===== config.mk =====
export PLATFORM = sky130hd
export DESIGN_NAME = lidar_points_in_box_distance_flat
export DESIGN_NICKNAME = d
export VERILOG_FILES = /design/src/design/lpbd_pkg.sv /design/src/design/lpbd_if.sv /design/src/design/lpbd_cfg.sv /design/src/design/lpbd_dpath.sv /design/src/design/lpbd_ctrl.sv /design/src/design/lidar_points_in_box_distance.sv /design/src/flat_wrapper.sv
export VERILOG_INCLUDE_DIRS = /design/src /design/src/design
export SDC_FILE = /design/constraint.sdc
export NUM_CORES = 2
export LEC_CHECK = 0
export ABC_AREA = 0
export BUFFER_PORTS_ARGS = -buffer_cell sky130_fd_sc_hd__buf_2
export CAP_MARGIN = 10
export CELL_PAD_IN_SITES_DETAIL_PLACEMENT = 0
export CELL_PAD_IN_SITES_GLOBAL_PLACEMENT = 1
export CORE_MARGIN = 10
export CORE_UTILIZATION = 45
export DETAILED_ROUTE_END_ITERATION = 12
export PLACE_DENSITY = 0.83
export SLEW_MARGIN = 20
export SYNTH_ARGS = -nofsm -noshare
export SYNTH_HDL_FRONTEND = slang
export SYNTH_SLANG_ARGS = --single-unit

===== constraint.sdc =====
create_clock -name clk -period 14.2 [get_ports clk]
set_clock_uncertainty 0.15 [all_clocks]
set_input_delay 2.13 -clock clk [delete_from_list [all_inputs] [get_ports clk]]
set_output_delay 2.13 -clock clk [all_outputs]
set_load 0.005 [all_outputs]

===== src/design/assert_macros.svh =====
// assertion helpers used by lpbd_ctrl
// the enclosing module must have clk and rst in scope
`ifndef ASSERT_MACROS_SVH
`define ASSERT_MACROS_SVH

// implication or plain check, sampled on clk, off during reset
`define LPBD_ASSERT(lbl, prop, msg) \
  lbl: assert property (@(posedge clk) disable iff (rst) prop) else $error(msg);

// check that also holds while reset is high
`define LPBD_ASSERT_ALWAYS(lbl, prop, msg) \
  lbl: assert property (@(posedge clk) prop) else $error(msg);

`endif


===== src/design/lpbd_pkg.sv =====
// ----------------------------------------------------------------------------
// lpbd_pkg
// Types and constants of the lidar point box filter with distance average.
// ----------------------------------------------------------------------------
`default_nettype none

package lpbd_pkg;

  // field widths
  localparam int PointW  = 20;
  localparam int CamW    = 24;
  localparam int CoordW  = CamW + 1;
  localparam int AvgW    = 25;
  localparam int OutCntW = 17;
  localparam int SumW    = 41;
  localparam int RegW    = 64;
  localparam int IdxW    = 3;
  localparam int StepW   = 5;

  // register indexes
  localparam logic [IdxW-1:0] REG_ROW0 = 3'd0;
  localparam logic [IdxW-1:0] REG_ROW1 = 3'd1;
  localparam logic [IdxW-1:0] REG_ROW2 = 3'd2;
  localparam logic [IdxW-1:0] REG_INTR = 3'd3;
  localparam logic [IdxW-1:0] REG_BBOX = 3'd4;

  // reset values: identity rotation, zero translation
  localparam logic [RegW-1:0] ROW0_RST = 64'd8192;
  localparam logic [RegW-1:0] ROW1_RST = 64'd536870912;
  localparam logic [RegW-1:0] ROW2_RST = 64'd35184372088832;

  typedef struct packed {
    logic [2:0][RegW-1:0] row;
    logic [RegW-1:0]      intr;
    logic [RegW-1:0]      bbox;
  } cfg_t;

  // controller to datapath
  typedef struct packed {
    logic             load_point;
    logic             xform_en;
    logic             proj_en;
    logic             sq_en;
    logic             sqrt_init;
    logic             sqrt_en;
    logic             accum;
    logic             div_init;
    logic             div_en;
    logic             out_load;
    logic [StepW-1:0] step;
  } cmd_t;

  // datapath to controller
  typedef struct packed {
    logic accum_ok;
    logic last;
    logic div_early;
    logic out_free;
  } sts_t;

endpackage

`default_nettype wire


===== src/design/lpbd_if.sv =====
// ----------------------------------------------------------------------------
// lpbd_point_if / lpbd_result_if
// Valid/ready channels for lidar points and per-point results.
// ----------------------------------------------------------------------------
`default_nettype none

interface lpbd_point_if;
  logic              valid;
  logic              ready;
  logic signed [19:0] point_x;
  logic signed [19:0] point_y;
  logic signed [19:0] point_z;
  logic              last_point;

  modport source (output valid, point_x, point_y, point_z, last_point, input ready);
  modport sink   (input valid, point_x, point_y, point_z, last_point, output ready);
endinterface

interface lpbd_result_if;
  logic               valid;
  logic               ready;
  logic               inside_box;
  logic signed [23:0] cam_x;
  logic signed [23:0] cam_y;
  logic signed [23:0] cam_z;
  logic signed [24:0] average_distance;
  logic [16:0]        inside_count;

  modport source (output valid, inside_box, cam_x, cam_y, cam_z, average_distance,
                  inside_count, input ready);
  modport sink   (input valid, inside_box, cam_x, cam_y, cam_z, average_distance,
                  inside_count, output ready);
endinterface

`default_nettype wire


===== src/design/lpbd_cfg.sv =====
// ----------------------------------------------------------------------------
// lpbd_cfg
// Calibration and box register file, write only.
// ----------------------------------------------------------------------------
`default_nettype none

module lpbd_cfg (
  input  logic                            clk,
  input  logic                            rst,
  input  logic                            we,
  input  logic [lpbd_pkg::IdxW-1:0]       index,
  input  logic [lpbd_pkg::RegW-1:0]       data,
  output lpbd_pkg::cfg_t                  cfg
);
  import lpbd_pkg::*;

  // register writes, unknown indexes dropped
  always_ff @(posedge clk) begin
    if (rst) begin
      cfg.row[0] <= ROW0_RST;
      cfg.row[1] <= ROW1_RST;
      cfg.row[2] <= ROW2_RST;
      cfg.intr   <= '0;
      cfg.bbox   <= '0;
    end else if (we) begin
      unique case (index)
        REG_ROW0: cfg.row[0] <= data;
        REG_ROW1: cfg.row[1] <= data;
        REG_ROW2: cfg.row[2] <= data;
        REG_INTR: cfg.intr   <= data;
        REG_BBOX: cfg.bbox   <= data;
        default: ;
      endcase
    end
  end

endmodule

`default_nettype wire


===== src/design/lpbd_dpath.sv =====
// ----------------------------------------------------------------------------
// lpbd_dpath
// Shared multiplier, bit-serial square root and divider, accumulators and
// the output register.
// ----------------------------------------------------------------------------
`default_nettype none

module lpbd_dpath #(
  parameter int MAX_POINTS = 65536
) (
  input  logic                              clk,
  input  logic                              rst,
  input  lpbd_pkg::cfg_t                    cfg,
  input  lpbd_pkg::cmd_t                    cmd,
  output lpbd_pkg::sts_t                    sts,
  input  logic signed [lpbd_pkg::PointW-1:0] in_x,
  input  logic signed [lpbd_pkg::PointW-1:0] in_y,
  input  logic signed [lpbd_pkg::PointW-1:0] in_z,
  input  logic                              in_last,
  output logic                              out_valid,
  input  logic                              out_ready,
  output logic                              out_inside,
  output logic signed [lpbd_pkg::CamW-1:0]  out_cam_x,
  output logic signed [lpbd_pkg::CamW-1:0]  out_cam_y,
  output logic signed [lpbd_pkg::CamW-1:0]  out_cam_z,
  output logic signed [lpbd_pkg::AvgW-1:0]  out_avg,
  output logic [lpbd_pkg::OutCntW-1:0]      out_count
);
  import lpbd_pkg::*;

  localparam int CntW   = $clog2(MAX_POINTS + 1);
  localparam int MulW   = 25;
  localparam int ProdW  = 2 * MulW;
  localparam int AccW   = ProdW + 2;
  localparam int RootW  = ProdW / 2;
  localparam int RemW   = RootW + 1;
  localparam int QuotW  = 24;
  localparam int HiW    = SumW - QuotW;
  localparam int CmpW   = HiW + CntW;
  localparam int CmpCW  = CntW + OutCntW;
  localparam int FracB  = 13;

  // point and camera coordinates
  logic signed [PointW-1:0] px, py, pz;
  logic                     last_r;
  logic signed [CoordW-1:0] c [3];

  // multiplier and accumulators
  logic signed [MulW-1:0]  mul_a, mul_b;
  logic signed [ProdW-1:0] prod;
  logic signed [AccW-1:0]  acc, base, acc_new;
  logic signed [ProdW-1:0] proj_num;
  logic                    inside_r;

  // square root
  logic [ProdW-1:0]  rad;
  logic [RemW-1:0]   srem;
  logic [RootW-1:0]  root;
  logic [RemW+1:0]   srem_sh, trial;

  // sum, count, divider
  logic [SumW-1:0]  sum;
  logic [SumW:0]    sum_add;
  logic [CntW-1:0]  count;
  logic [CntW-1:0]  drem;
  logic [CntW:0]    dr2;
  logic [QuotW-1:0] dsh;
  logic [AvgW-1:0]  avg;
  logic             div_over;
  logic [CmpCW-1:0] cnt_wide;

  logic [1:0]        xrow, xcol;
  logic signed [16:0] dx_lo, dx_hi, dy_lo, dy_hi;

  function automatic logic signed [CamW-1:0] sat_cam(input logic signed [CoordW-1:0] v);
    logic signed [CamW-1:0] r;
    if (v[CoordW-1] != v[CamW-1]) r = v[CoordW-1] ? {1'b1, {(CamW-1){1'b0}}}
                                                  : {1'b0, {(CamW-1){1'b1}}};
    else r = v[CamW-1:0];
    return r;
  endfunction

  assign xrow = cmd.step[3:2];
  assign xcol = cmd.step[1:0];

  // box edges relative to the principal point
  assign dx_lo = $signed({1'b0, cfg.bbox[15:0]})  - $signed({1'b0, cfg.intr[47:32]});
  assign dx_hi = $signed({1'b0, cfg.bbox[31:16]}) - $signed({1'b0, cfg.intr[47:32]});
  assign dy_lo = $signed({1'b0, cfg.bbox[47:32]}) - $signed({1'b0, cfg.intr[63:48]});
  assign dy_hi = $signed({1'b0, cfg.bbox[63:48]}) - $signed({1'b0, cfg.intr[63:48]});

  // operand select for the shared multiplier
  always_comb begin
    mul_a = '0;
    mul_b = '0;
    if (cmd.xform_en) begin
      mul_a = MulW'($signed(cfg.row[xrow][16*xcol +: 16]));
      unique case (xcol)
        2'd0:    mul_b = MulW'(px);
        2'd1:    mul_b = MulW'(py);
        default: mul_b = MulW'(pz);
      endcase
    end else if (cmd.proj_en) begin
      unique case (cmd.step[2:0])
        3'd0: begin mul_a = MulW'($signed({1'b0, cfg.intr[15:0]}));  mul_b = c[0]; end
        3'd1: begin mul_a = MulW'(dx_lo); mul_b = c[2]; end
        3'd2: begin mul_a = MulW'(dx_hi); mul_b = c[2]; end
        3'd3: begin mul_a = MulW'($signed({1'b0, cfg.intr[31:16]})); mul_b = c[1]; end
        3'd4: begin mul_a = MulW'(dy_lo); mul_b = c[2]; end
        default: begin mul_a = MulW'(dy_hi); mul_b = c[2]; end
      endcase
    end else if (cmd.sq_en) begin
      mul_a = c[cmd.step[1:0]];
      mul_b = c[cmd.step[1:0]];
    end
  end

  assign prod = mul_a * mul_b;

  // transform row base: translation scaled to q13
  always_comb begin
    if (cmd.xform_en) begin
      base = (xcol == 2'd0)
           ? (AccW'($signed(cfg.row[xrow][63:48])) <<< FracB) : acc;
    end else begin
      base = (cmd.step == '0) ? '0 : acc;
    end
  end
  assign acc_new = base + AccW'(prod);

  // transform, projection test and squared norm
  always_ff @(posedge clk) begin
    if (cmd.load_point) begin
      px     <= in_x;
      py     <= in_y;
      pz     <= in_z;
      last_r <= in_last;
    end
    if (cmd.xform_en) begin
      acc <= acc_new;
      if (xcol == 2'd2) c[xrow] <= CoordW'(acc_new >>> FracB);
    end
    if (cmd.sq_en) acc <= acc_new;
    if (cmd.proj_en) begin
      unique case (cmd.step[2:0])
        3'd0: begin proj_num <= prod; inside_r <= (c[2] > 0); end
        3'd1: inside_r <= inside_r && (proj_num >= prod);
        3'd2: inside_r <= inside_r && (proj_num <= prod);
        3'd3: proj_num <= prod;
        3'd4: inside_r <= inside_r && (proj_num >= prod);
        default: inside_r <= inside_r && (proj_num <= prod);
      endcase
    end
  end

  // square root, two radicand bits per step
  assign srem_sh = {srem, rad[ProdW-1 -: 2]};
  assign trial   = (RemW+2)'({root, 2'b01});

  always_ff @(posedge clk) begin
    if (cmd.sqrt_init) begin
      rad  <= acc[ProdW-1:0];
      srem <= '0;
      root <= '0;
    end else if (cmd.sqrt_en) begin
      rad <= rad << 2;
      if (srem_sh >= trial) begin
        srem <= RemW'(srem_sh - trial);
        root <= {root[RootW-2:0], 1'b1};
      end else begin
        srem <= RemW'(srem_sh);
        root <= {root[RootW-2:0], 1'b0};
      end
    end
  end

  // saturating distance sum and count
  assign sum_add  = {1'b0, sum} + (SumW+1)'(root);
  assign div_over = CmpW'(sum[SumW-1:QuotW]) >= CmpW'(count);
  assign dr2      = {drem, dsh[QuotW-1]};

  always_ff @(posedge clk) begin
    if (rst) begin
      sum   <= '0;
      count <= '0;
    end else if (cmd.out_load && last_r) begin
      sum   <= '0;
      count <= '0;
    end else if (cmd.accum) begin
      sum   <= sum_add[SumW] ? '1 : sum_add[SumW-1:0];
      count <= count + 1'b1;
    end
  end

  // restoring divider, one quotient bit per step
  always_ff @(posedge clk) begin
    if (cmd.load_point) begin
      avg <= '0;
    end else if (cmd.div_init) begin
      drem <= CntW'(sum[SumW-1:QuotW]);
      dsh  <= sum[QuotW-1:0];
      if (count == '0)   avg <= '1;
      else if (div_over) avg <= AvgW'({QuotW{1'b1}});
      else               avg <= '0;
    end else if (cmd.div_en) begin
      dsh <= dsh << 1;
      if (dr2 >= (CntW+1)'(count)) begin
        drem <= CntW'(dr2 - (CntW+1)'(count));
        avg  <= {avg[AvgW-2:0], 1'b1};
      end else begin
        drem <= CntW'(dr2);
        avg  <= {avg[AvgW-2:0], 1'b0};
      end
    end
  end

  // output register
  assign cnt_wide = CmpCW'(count);

  always_ff @(posedge clk) begin
    if (rst) begin
      out_valid <= 1'b0;
    end else if (cmd.out_load) begin
      out_valid <= 1'b1;
    end else if (out_ready) begin
      out_valid <= 1'b0;
    end
  end

  always_ff @(posedge clk) begin
    if (cmd.out_load) begin
      out_inside <= inside_r;
      out_cam_x  <= sat_cam(c[0]);
      out_cam_y  <= sat_cam(c[1]);
      out_cam_z  <= sat_cam(c[2]);
      out_avg    <= avg;
      out_count  <= (cnt_wide > CmpCW'({OutCntW{1'b1}})) ? '1 : OutCntW'(cnt_wide);
    end
  end

  // status
  assign sts.accum_ok  = inside_r && (count < CntW'(MAX_POINTS));
  assign sts.last      = last_r;
  assign sts.div_early = (count == '0) || div_over;
  assign sts.out_free  = !out_valid || out_ready;

endmodule

`default_nettype wire


===== src/design/lpbd_ctrl.sv =====
// ----------------------------------------------------------------------------
// lpbd_ctrl
// Sequencer: transform, box test, norm, square root, divide, hand-off.
// ----------------------------------------------------------------------------
`default_nettype none

`include "assert_macros.svh"

module lpbd_ctrl (
  input  logic           clk,
  input  logic           rst,
  input  logic           in_valid,
  output logic           in_ready,
  input  lpbd_pkg::sts_t sts,
  output lpbd_pkg::cmd_t cmd
);
  import lpbd_pkg::*;

  localparam logic [StepW-1:0] XF_LAST   = 5'b01010;
  localparam logic [StepW-1:0] PROJ_LAST = 5'd5;
  localparam logic [StepW-1:0] SQ_LAST   = 5'd2;
  localparam logic [StepW-1:0] SQRT_LAST = 5'd26;
  localparam logic [StepW-1:0] DIV_LAST  = 5'd24;

  typedef enum logic [6:0] {
    S_IDLE  = 7'b0000001,
    S_XFORM = 7'b0000010,
    S_PROJ  = 7'b0000100,
    S_SQ    = 7'b0001000,
    S_SQRT  = 7'b0010000,
    S_DIV   = 7'b0100000,
    S_OUT   = 7'b1000000
  } state_t;

  state_t           state, state_next;
  logic [StepW-1:0] cnt, cnt_next;

  // next state and commands
  always_comb begin
    state_next = state;
    cnt_next   = cnt;
    in_ready   = 1'b0;
    cmd        = '0;
    cmd.step   = cnt;
    unique case (state)
      S_IDLE: begin
        in_ready = 1'b1;
        if (in_valid) begin
          cmd.load_point = 1'b1;
          state_next     = S_XFORM;
          cnt_next       = '0;
        end
      end
      S_XFORM: begin
        cmd.xform_en = 1'b1;
        if (cnt == XF_LAST) begin
          state_next = S_PROJ;
          cnt_next   = '0;
        end else if (cnt[1:0] == 2'd2) begin
          cnt_next = {cnt[4:2] + 3'd1, 2'b00};
        end else begin
          cnt_next = cnt + 1'b1;
        end
      end
      S_PROJ: begin
        cmd.proj_en = 1'b1;
        cnt_next    = cnt + 1'b1;
        if (cnt == PROJ_LAST) begin
          state_next = S_SQ;
          cnt_next   = '0;
        end
      end
      S_SQ: begin
        if (!sts.accum_ok) begin
          state_next = sts.last ? S_DIV : S_OUT;
          cnt_next   = '0;
        end else begin
          cmd.sq_en = 1'b1;
          cnt_next  = cnt + 1'b1;
          if (cnt == SQ_LAST) begin
            state_next = S_SQRT;
            cnt_next   = '0;
          end
        end
      end
      S_SQRT: begin
        cnt_next = cnt + 1'b1;
        if (cnt == '0) begin
          cmd.sqrt_init = 1'b1;
        end else if (cnt == SQRT_LAST) begin
          cmd.accum  = 1'b1;
          state_next = sts.last ? S_DIV : S_OUT;
          cnt_next   = '0;
        end else begin
          cmd.sqrt_en = 1'b1;
        end
      end
      S_DIV: begin
        cnt_next = cnt + 1'b1;
        if (cnt == '0) begin
          cmd.div_init = 1'b1;
          if (sts.div_early) state_next = S_OUT;
        end else begin
          cmd.div_en = 1'b1;
          if (cnt == DIV_LAST) state_next = S_OUT;
        end
      end
      S_OUT: begin
        if (sts.out_free) begin
          cmd.out_load = 1'b1;
          state_next   = S_IDLE;
        end
      end
      default: begin
        state_next = S_IDLE;
        cnt_next   = '0;
      end
    endcase
  end

  // state registers
  always_ff @(posedge clk) begin
    if (rst) begin
      state <= S_IDLE;
      cnt   <= '0;
    end else begin
      state <= state_next;
      cnt   <= cnt_next;
    end
  end

  // checks
  `LPBD_ASSERT(a_accept_starts, (in_valid && in_ready) |=> (state == S_XFORM), "accepted point did not start transform")
  `LPBD_ASSERT(a_load_when_free, cmd.out_load |-> sts.out_free, "result loaded over an untaken beat")
  `LPBD_ASSERT(a_accum_only_ok, cmd.accum |-> sts.accum_ok, "distance added for a point not counted")

endmodule

`default_nettype wire


===== src/design/lidar_points_in_box_distance.sv =====
// ----------------------------------------------------------------------------
// lidar_points_in_box_distance
// Moves lidar points into the camera frame, tests their projection against
// a pixel box and averages the distance of points inside, per cloud.
// ----------------------------------------------------------------------------
//  channel  dir  payload                                          handshake
//  point    in   point_x, point_y, point_z, last_point            valid/ready
//  result   out  inside_box, cam_x/y/z, average_distance,         valid/ready
//                inside_count
//  cfg      in   cfg_index, cfg_data                              cfg_we
//
// One point is in flight at a time. The 9-step transform and 6-step box
// test run on one shared multiplier; a counted inside point adds the squared
// norm on the same multiplier and a bit-serial square root; the last point
// of a cloud adds a restoring divider, cut short when the count is zero or
// the quotient overflows. The result sits in an output register, so a stalled
// sink holds only the next point's hand-off. Reset is synchronous and
// restores identity calibration.
// ----------------------------------------------------------------------------
`default_nettype none

module lidar_points_in_box_distance #(
  parameter int MAX_POINTS = 65536
) (
  input  logic                          clk,
  input  logic                          rst,
  lpbd_point_if.sink                    point,
  lpbd_result_if.source                 result,
  input  logic                          cfg_we,
  input  logic [lpbd_pkg::IdxW-1:0]     cfg_index,
  input  logic [lpbd_pkg::RegW-1:0]     cfg_data
);
  import lpbd_pkg::*;

  cfg_t cfg;
  cmd_t cmd;
  sts_t sts;

  // register file
  lpbd_cfg u_cfg (
    .clk   (clk),
    .rst   (rst),
    .we    (cfg_we),
    .index (cfg_index),
    .data  (cfg_data),
    .cfg   (cfg)
  );

  // sequencer
  lpbd_ctrl u_ctrl (
    .clk      (clk),
    .rst      (rst),
    .in_valid (point.valid),
    .in_ready (point.ready),
    .sts      (sts),
    .cmd      (cmd)
  );

  // datapath and output register
  lpbd_dpath #(
    .MAX_POINTS (MAX_POINTS)
  ) u_dpath (
    .clk        (clk),
    .rst        (rst),
    .cfg        (cfg),
    .cmd        (cmd),
    .sts        (sts),
    .in_x       (point.point_x),
    .in_y       (point.point_y),
    .in_z       (point.point_z),
    .in_last    (point.last_point),
    .out_valid  (result.valid),
    .out_ready  (result.ready),
    .out_inside (result.inside_box),
    .out_cam_x  (result.cam_x),
    .out_cam_y  (result.cam_y),
    .out_cam_z  (result.cam_z),
    .out_avg    (result.average_distance),
    .out_count  (result.inside_count)
  );

endmodule

`default_nettype wire

===== src/flat_wrapper.sv =====
// flat-port wrapper written by rule: the top's interface ports become plain ports
module lidar_points_in_box_distance_flat import lpbd_pkg::*;
#(
  parameter int MAX_POINTS = 65536
)
  (clk, rst, cfg_we, cfg_index, cfg_data, point_valid, point_point_x, point_point_y, point_point_z, point_last_point, point_ready, result_valid, result_inside_box, result_cam_x, result_cam_y, result_cam_z, result_average_distance, result_inside_count, result_ready);
  lpbd_point_if point_i ();
  lpbd_result_if result_i ();
  input  logic clk;
  input  logic rst;
  input  logic cfg_we;
  input  logic [lpbd_pkg::IdxW-1:0] cfg_index;
  input  logic [lpbd_pkg::RegW-1:0] cfg_data;
  input wire logic [$bits(point_i.valid)-1:0] point_valid;
  input wire logic [$bits(point_i.point_x)-1:0] point_point_x;
  input wire logic [$bits(point_i.point_y)-1:0] point_point_y;
  input wire logic [$bits(point_i.point_z)-1:0] point_point_z;
  input wire logic [$bits(point_i.last_point)-1:0] point_last_point;
  output wire logic [$bits(point_i.ready)-1:0] point_ready;
  output wire logic [$bits(result_i.valid)-1:0] result_valid;
  output wire logic [$bits(result_i.inside_box)-1:0] result_inside_box;
  output wire logic [$bits(result_i.cam_x)-1:0] result_cam_x;
  output wire logic [$bits(result_i.cam_y)-1:0] result_cam_y;
  output wire logic [$bits(result_i.cam_z)-1:0] result_cam_z;
  output wire logic [$bits(result_i.average_distance)-1:0] result_average_distance;
  output wire logic [$bits(result_i.inside_count)-1:0] result_inside_count;
  input wire logic [$bits(result_i.ready)-1:0] result_ready;
  assign point_i.valid = point_valid;
  assign point_i.point_x = point_point_x;
  assign point_i.point_y = point_point_y;
  assign point_i.point_z = point_point_z;
  assign point_i.last_point = point_last_point;
  assign point_ready = point_i.ready;
  assign result_valid = result_i.valid;
  assign result_inside_box = result_i.inside_box;
  assign result_cam_x = result_i.cam_x;
  assign result_cam_y = result_i.cam_y;
  assign result_cam_z = result_i.cam_z;
  assign result_average_distance = result_i.average_distance;
  assign result_inside_count = result_i.inside_count;
  assign result_i.ready = result_ready;
  lidar_points_in_box_distance #(.MAX_POINTS(MAX_POINTS)) u_core (.clk(clk), .rst(rst), .point(point_i), .result(result_i), .cfg_we(cfg_we), .cfg_index(cfg_index), .cfg_data(cfg_data));
endmodule

* After elaboration in Yosys (flattened, before gate mapping) *
Memories as Yosys holds them, arrays and structs flattened. A register that Yosys moved wholly into a read port is not among the register bits.
Index checks and enable logic that the tools add are counted.

word-level totals
  register bits = 837
  memory bits (writable) = 75
  input bits = 133
  output and inout port bits = 117
  word-level logic and storage cells = 200
  memories kept = 1

memory list
  memory            depth  width  rd ports  clocked after Yosys merged registers in  write ports  RTL line          RTL
  u_core.u_dpath.c  3      25     4         1                                        1            lpbd_dpath.sv:46  logic signed [CoordW-1:0] c [3];

operators by class
  add/sub/neg operators = 11
  multiply operators = 1
  magnitude comparators = 9
  equality and inequality tests = 34
  shift operators = 1
  mux-type cells = 82
  bitwise operators = 3
  reduce and logical (&&, ||, !) cells = 29

operators with widths
  operator                                 count
  two-way mux 52 bit                       5
  two-way mux 24 bit                       9
  two-way mux 25 bit                       8
  binary-select mux 64 bit (select 2 bit)  1
  one-hot mux 25 bit (5 select lines)      1
  two-way mux 50 bit                       2
  one-hot mux 25 bit (2 select lines)      2
  two-way mux 7 bit                        12
  subtractor 16 x 16 -> 17 bit             4
  two-way mux 64 bit                       1
  variable part select 64 x 7 -> 16 bit    1
  adder 52 x 50 -> 52 bit                  1
  two-way mux 17 bit                       3
  >= comparator 50 bit                     1
  less-or-equal comparator 50 bit          1
  multiplier 25 x 25 -> 50 bit             1
  one-hot mux 7 bit (7 select lines)       1
  adder 41 x 25 -> 42 bit                  1
  two-way mux 41 bit                       1
  two-way mux 5 bit                        8
  one-hot mux 5 bit (7 select lines)       1
  >= comparator 28 x 27 -> 1 bit           1
  two-way mux 26 bit                       1
  subtractor 26 bit                        1
  47 further kinds                         102

* Longest topological paths before layout *
  depth after elaboration = 11
  mapped depth = 69

* Cells and area by module *
A second synthesis with hierarchy kept.

second synthesis, totals
  cells, all modules = 7389
  area, all modules = 73543.0 um^2

modules (own cells, without submodules)
  module      instances  cells each  area an instance (um^2)  seq. area each (um^2)
  lpbd_dpath  1          6131        59889.9                  16756.1
  lpbd_cfg    1          1112        12513.3                  6406.1
  lpbd_ctrl   1          146         1139.8                   240.2

* Least setup slack after synthesis *
No wires, ideal clock.

  path type = register to register
  start = register u_core.u_ctrl.cnt[0]
  end = register u_core.u_dpath.acc[49], data pin
  setup time = 0.260 ns
  arrival time = 14.270 ns
  required time = 13.790 ns
  slack = -0.480 ns
  cell stages (with the launch flop) = 67
  path buffers = 7
  period minus slack after synthesis = 14.680 ns
  path through = dfxtp_1 -> buf_1 -> inv_1 -> ha_1 -> clkbuf_1 -> buf_6 -> buf_6 -> nand2_1 -> clkbuf_1 -> mux2i_1 -> ha_1 -> inv_1 -> fa_1 -> a21o_1 -> a21oi_1 -> o21ai_1 -> a21oi_1 -> o21ai_1 -> [... 31 more ...] -> nor2b_1 -> o21ai_0 -> nand2b_1 -> xor2_1 -> ha_1 -> nand3_1 -> nor2_1 -> o211a_1 -> a311oi_1 -> a311oi_1 -> a21oi_1 -> o21ai_0 -> a21oi_1 -> o21a_1 -> o221ai_1 -> nand3_1 -> maj3_1 -> xnor2_1

on the way
  word-level cells in the longest chain between the ends = 8

RTL lines
  item                                                                                           RTL line           RTL
  from (decl)                                                                                    lpbd_ctrl.sv:36    logic [StepW-1:0] cnt, cnt_next;
  from (signal assigned)                                                                         lpbd_ctrl.sv:128   cnt <= cnt_next;
  parallel branches: the longest is 4 deep, another holds variable part select 64 x 7 -> 16 bit  --
  multiplier 25 x 25 -> 50 bit *                                                                 lpbd_dpath.sv:118  assign prod = mul_a * mul_b;
  via u_core.u_dpath.prod[31]                                                                    lpbd_dpath.sv:50   logic signed [ProdW-1:0] prod;
  adder 52 x 50 -> 52 bit *                                                                      lpbd_dpath.sv:129  assign acc_new = base + AccW'(prod);
  via u_core.u_dpath.acc_new[49]                                                                 lpbd_dpath.sv:51   logic signed [AccW-1:0] acc, base, acc_new;
  two-way mux 52 bit                                                                             lpbd_dpath.sv:139  if (cmd.xform_en) begin
  two-way mux 52 bit *                                                                           lpbd_dpath.sv:143  if (cmd.sq_en) acc <= acc_new;
  to (signal assigned)                                                                           lpbd_dpath.sv:140  acc <= acc_new;
  to (signal assigned)                                                                           lpbd_dpath.sv:143
  to (decl)                                                                                      lpbd_dpath.sv:51

Mark *: on every way through the listed nets, which the timed path passes. The select of a mux whose other input is x is not followed.
A chain may end at the register's enable or synchronous reset.

* Worst setup path after layout *
  start = register u_core.u_ctrl.cnt[2]
  end = register u_core.u_dpath.inside_r, data pin

on the way
  word-level cells in the longest chain between the ends = 8

RTL lines
  item                                                                                RTL line                             RTL
  binary-select mux 64 bit (select 2 bit) (tied with other cells)                     lpbd_dpath.sv:97                     mul_a = MulW'($signed(cfg.row[xrow][16*xcol +: 16]));
  two-way mux 64 bit (implied by the code) (tied with other cells)                    lpbd_dpath.sv:97
  variable part select 64 x 7 -> 16 bit / two-way mux 25 bit (equally long branches)  lpbd_dpath.sv:97, lpbd_dpath.sv:103
  two-way mux 25 bit                                                                  lpbd_dpath.sv:96                     if (cmd.xform_en) begin
  multiplier 25 x 25 -> 50 bit *                                                      lpbd_dpath.sv:118
  via u_core.u_dpath.prod[49]                                                         lpbd_dpath.sv:50
  less-or-equal comparator 50 bit / >= comparator 50 bit (equally long branches)      --
  logical AND 1 bit, on equally long branches                                         --
  one-hot mux 1 bit (3 select lines) *                                                lpbd_dpath.sv:145                    unique case (cmd.step[2:0])
  to (signal assigned)                                                                lpbd_dpath.sv:146                    3'd0: begin proj_num <= prod; inside_r <= (c[2] > 0); end
  to (signal assigned)                                                                lpbd_dpath.sv:148                    3'd2: inside_r <= inside_r && (proj_num <= prod);
  to (signal assigned)                                                                lpbd_dpath.sv:151                    default: inside_r <= inside_r && (proj_num <= prod);
  to (decl)                                                                           lpbd_dpath.sv:53                     logic inside_r;

The timed path passes the listed nets; every way through them passes the cells marked *. The select of a mux whose other input is x is not followed.

==> Implementation_results.wiki <==
{| class="wikitable"
! Metric !! Value
|-
| Outcome || complete, no violations
|-
| RD Place Congestion || 0.976
|-
| Area growth, synth to finish || 11.2%
|-
| Area of the die || 171,000 um2
|-
| Clock-pin slew of the registers on the worst-case setup and hold paths || 0.07 ns
|-
| Total count of hold-check failures in the final report || 0
|-
| Number of antenna violations at the first check in global routing || 14
|-
| Tightest Hold Check Type || reg2reg
|-
| Period Utilization, post-route || 0.965
|-
| Worst reg-to-reg setup slack || 0.49 ns
|-
| Number of clock buffers inserted by TritonCTS || 102
|-
| Met2 WL || 101 mm
|-
| FP Rows || 144
|-
| Yosys Warn Count || 0
|-
| Crit path setup slack, layout || 0.492 ns
|-
| Maximum Capacitance Violations || 0
|-
| Power Density || 83.4 nW/um2
|-
| Die extent in y || 413 um
|-
| Largest stage delay, worst path || 0.81 ns
|-
| Post-layout util || 0.503
|-
| Most used cell, CP || sky130_fd_sc_hd__fa_1
|-
| Post-DRT Antenna Nets || 0
|-
| Crit path max-delay cell type || sky130_fd_sc_hd__o21ai_0
|-
| Remaining global-route overflow || 0
|-
| Sequential cell area fraction in the yosys report || 0.337
|-
| Clock Tree Buf Depth || 3
|-
| Largest driver fanout on the critical path || 37
|-
| Number of synthesized flops with an enable pin || 468
|-
| Leakage power || 33.4 nW
|-
| Critical Path Start Type || flop
|-
| Number of hold buffers added after cts || 0
|-
| Data arrival at the endpoint of the critical path || 14.13 ns
|-
| Launch point of the worst reg-to-reg path || u_core.u_ctrl.cnt[2]
|-
| Net count after synthesis || 8,754
|-
| Fraction of final layout cells sized beyond drive strength 1 || 0.107
|-
| Upper clock frequency limit || 72.9 MHz
|-
| Core Box Area || 154,000 um2
|-
| Met3 wirelength from detailed routing || 22.0 mm
|-
| Nets@finish || 8,907
|-
| Synthesized flop and latch total || 937
|-
| Startpoint-to-endpoint class of the critical path || reg2reg
|-
| HPWL after detailed placement || 179 mm
|-
| Minimum hold slack || 0.296 ns
|-
| Number of global-route vias before repair || 54,700
|-
| Horizontal die dimension || 413 um
|-
| Number of library cell types mapped by synthesis || 104
|-
| Routed length per placed instance || 23.4 um
|-
| Netlist Area Pre-Place || 69,600 um2
|-
| CTS Root Buffer Type || sky130_fd_sc_hd__clkbuf_16
|-
| Average footprint of a synthesized cell || 9.17 um2
|-
| Global Route Usage Sum || 0.266
|-
| Via count || 55,100
|-
| FF-to-FF path depth || 45
|-
| Total Wirelength || 231 mm
|-
| Peak supply drop || 0.0937 mV
|-
| Routed metal-1 wire length || 101 mm
|-
| Via density || 5.58
|-
| # clock sinks || 937
|-
| Wire length of the first global-routing pass || 346 mm
|-
| Minimum clock period after layout || 13.71 ns
|-
| R2r endpoint || u_core.u_dpath.inside_r
|-
| Post-synth ARST share || 0
|-
| Worst endpoint required time || 14.63 ns
|-
| Htree depth || 3
|-
| Launching element of the worst setup path || u_core.u_ctrl.cnt[2]
|-
| Transition at the pin with the smallest max-transition slack || 1.29 ns
|-
| Number of I/O port buffers || 249
|-
| Final slew viol count || 0
|-
| Primary FF master, synth || sky130_fd_sc_hd__dfxtp_1
|-
| Maximum number of pins on one net before global-route repair || 213
|-
| Initial cell density of the core || 0.452
|-
| Highest metal used || met4
|-
| Detailed-routing iteration count for the pre-antenna-repair pass || 8
|-
| Slew HR || 0.130
|-
| Worst setup EP type || flop
|-
| First DRT Iteration DRCs || 5,737
|-
| Placed standard-cell area || 73,400 um2
|-
| Clock tree from TritonCTS || built
|-
| Final setup violation count || 0
|-
| Number of top-level pins || 250
|-
| Cells after Synth || 7,591
|-
| Final Instance Area || 77,400 um2
|-
| Residual DRC count || 0
|-
| Clock insertion delay at the later pin of the skew report || 0.75 ns
|-
| Worst Setup EP || u_core.u_dpath.inside_r
|-
| Place WS || -0.228 ns
|}
-- sequential cells by signal, indices dropped and copies added (netlist names), 20 cells and up, named ones only --
name,count
u_core.u_dpath.acc,50
u_core.u_dpath.px,20
u_core.u_dpath.avg,25
u_core.u_dpath.out_avg,25
u_core.u_dpath.srem,26
u_core.u_dpath.py,20
u_core.u_dpath.sum,41
u_core.u_dpath.out_cam_z,24
u_core.u_cfg.cfg,320
u_core.u_dpath.c,100
u_core.u_dpath.root,25
u_core.u_dpath.out_cam_y,24
u_core.u_dpath.pz,20
u_core.u_dpath.out_cam_x,24
u_core.u_dpath.dsh,24
u_core.u_dpath.rad,50
u_core.u_dpath.proj_num,50
-- through the flow --
stage	TNS (ns)	total power, mW	cells
after floorplan	0	3.36	7591
after global placement	0	3.60	9672
after detailed placement	-0.391	3.61	9672
after CTS	0	6.46	9864
after global routing	-0.0664	6.65	9877
final	0	6.45	9879
-- kinds of logic (layout without fill, tap and decap cells) --
| logic type | after synthesis | in the layout | share of synthesized area |
|---|---|---|---|
| flops | 937 | 937 | 0.337 |
| xor+xnor | 194 | 194 | 0.0249 |
| simple gates | 2452 | 2452 | 0.151 |
| compound gates | 1437 | 1437 | 0.125 |
| mux | 144 | 144 | 0.0288 |
| buf+inv | 1395 | 1636 | 0.0763 |
| fa+ha+maj | 1032 | 1032 | 0.257 |
| other cells | 0 | 3 | 0 |
-- worst min path at each step --
stage | start | end | depth (start not counted)
2_1_floorplan | u_core.u_dpath.avg[24] | u_core.u_dpath.out_avg[24] | 0
3_3_place_gp | u_core.u_dpath.avg[24] | u_core.u_dpath.out_avg[24] | 0
3_5_place_dp | u_core.u_dpath.avg[24] | u_core.u_dpath.out_avg[24] | 0
4_1_cts | u_core.u_dpath.avg[24] | u_core.u_dpath.out_avg[24] | 0
5_1_grt | u_core.u_dpath.avg[24] | u_core.u_dpath.out_avg[24] | 0
6_report | u_core.u_dpath.avg[24] | u_core.u_dpath.out_avg[24] | 0
-- layout make-up --
class | count | area (um2)
diodes | 3 | 7.51
clock buffers | 130 | 2790
clock inverters | 62 | 837
fillers | 14300 | 76500
inverters | 1011 | 3790
multi-input cells | 5259 | 41300
flip-flops and latches | 937 | 23400
well taps | 2044 | 2560
repair buffers | 433 | 2720
-- layout by cell type (no fill, tap or decap), drive strengths merged, types with 16 or more instances in the layout --
cell and n:
nand2 1447, inv 1010, a21oi 675, fa 664, dfxtp 469, edfxtp 468, nor2 452, buf 433
ha 366, o21ai 277, a21o 148, clkbuf 130, xnor2 126, nor2b 81, nand2b 74, nor3 70
nand3 70, xor2 68, and2 67, mux2i 64, and3 50, nand4 42, mux4 41, mux2 39
a211oi 39, clkinv 35, or2 31, a31oi 30, a22oi 27, o21a 26, a21boi 25, o211ai 24
a221oi 21, nor4 19, a22o 16
-- synth_stat cells (69+ instances only) --
master | count | area [um2]
sky130_fd_sc_hd__xnor2_1 | 125 | 1090
sky130_fd_sc_hd__nor2_1 | 451 | 1690
sky130_fd_sc_hd__clkbuf_1 | 330 | 1240
sky130_fd_sc_hd__dfxtp_1 | 469 | 9390
sky130_fd_sc_hd__a21oi_1 | 674 | 3370
sky130_fd_sc_hd__edfxtp_1 | 468 | 14100
sky130_fd_sc_hd__nand3_1 | 69 | 345
sky130_fd_sc_hd__inv_1 | 1007 | 3780
sky130_fd_sc_hd__nand2_1 | 1447 | 5430
sky130_fd_sc_hd__fa_1 | 664 | 13300
sky130_fd_sc_hd__o21ai_0 | 250 | 1250
sky130_fd_sc_hd__a21o_1 | 147 | 1100
sky130_fd_sc_hd__nand2b_1 | 74 | 463
sky130_fd_sc_hd__nor2b_1 | 81 | 507
sky130_fd_sc_hd__ha_1 | 366 | 4580
-- where the power goes --
group | total [mW] | switching [mW] | leakage, nW | internal (mW)
Clock | 2.87 | 1.20 | 1.73 | 1.68
Sequential | 2.91 | 0.0200 | 8.06 | 2.89
Combinational | 0.671 | 0.453 | 23.6 | 0.219
Total | 6.45 | 1.67 | 33.4 | 4.78
-- worst max-delay path, delay by kind of cell (launching register included) --
| kind | cells | cell delay (ns) |
|---|---|---|
| buffers and inverters | 10 | 2.05 |
| AO/OA/AOI/OAI | 13 | 3.08 |
| flip-flops | 1 | 0.42 |
| AND/OR/NAND/NOR | 11 | 2.77 |
| XOR/XNOR | 1 | 0.21 |
| adder cells (fa/ha/maj) | 10 | 4.79 |
-- metal layers --
| layer | track usage | up-vias |
|---|---|---|
| li1 | - | 25200 |
| met1 | 0.378 | 27300 |
| met2 | 0.408 | 2300 |
| met3 | 0.0554 | 315 |
| met4 | 0.0817 | 0 |
| met5 | 0 | - |
-- timing repair --
item	CTS	global route
endpoints found under the setup margin	3	32
setup buffers	0	12
resized for setup	6	72
pin swaps	0	18
Power figures use the tool's default switching activity.
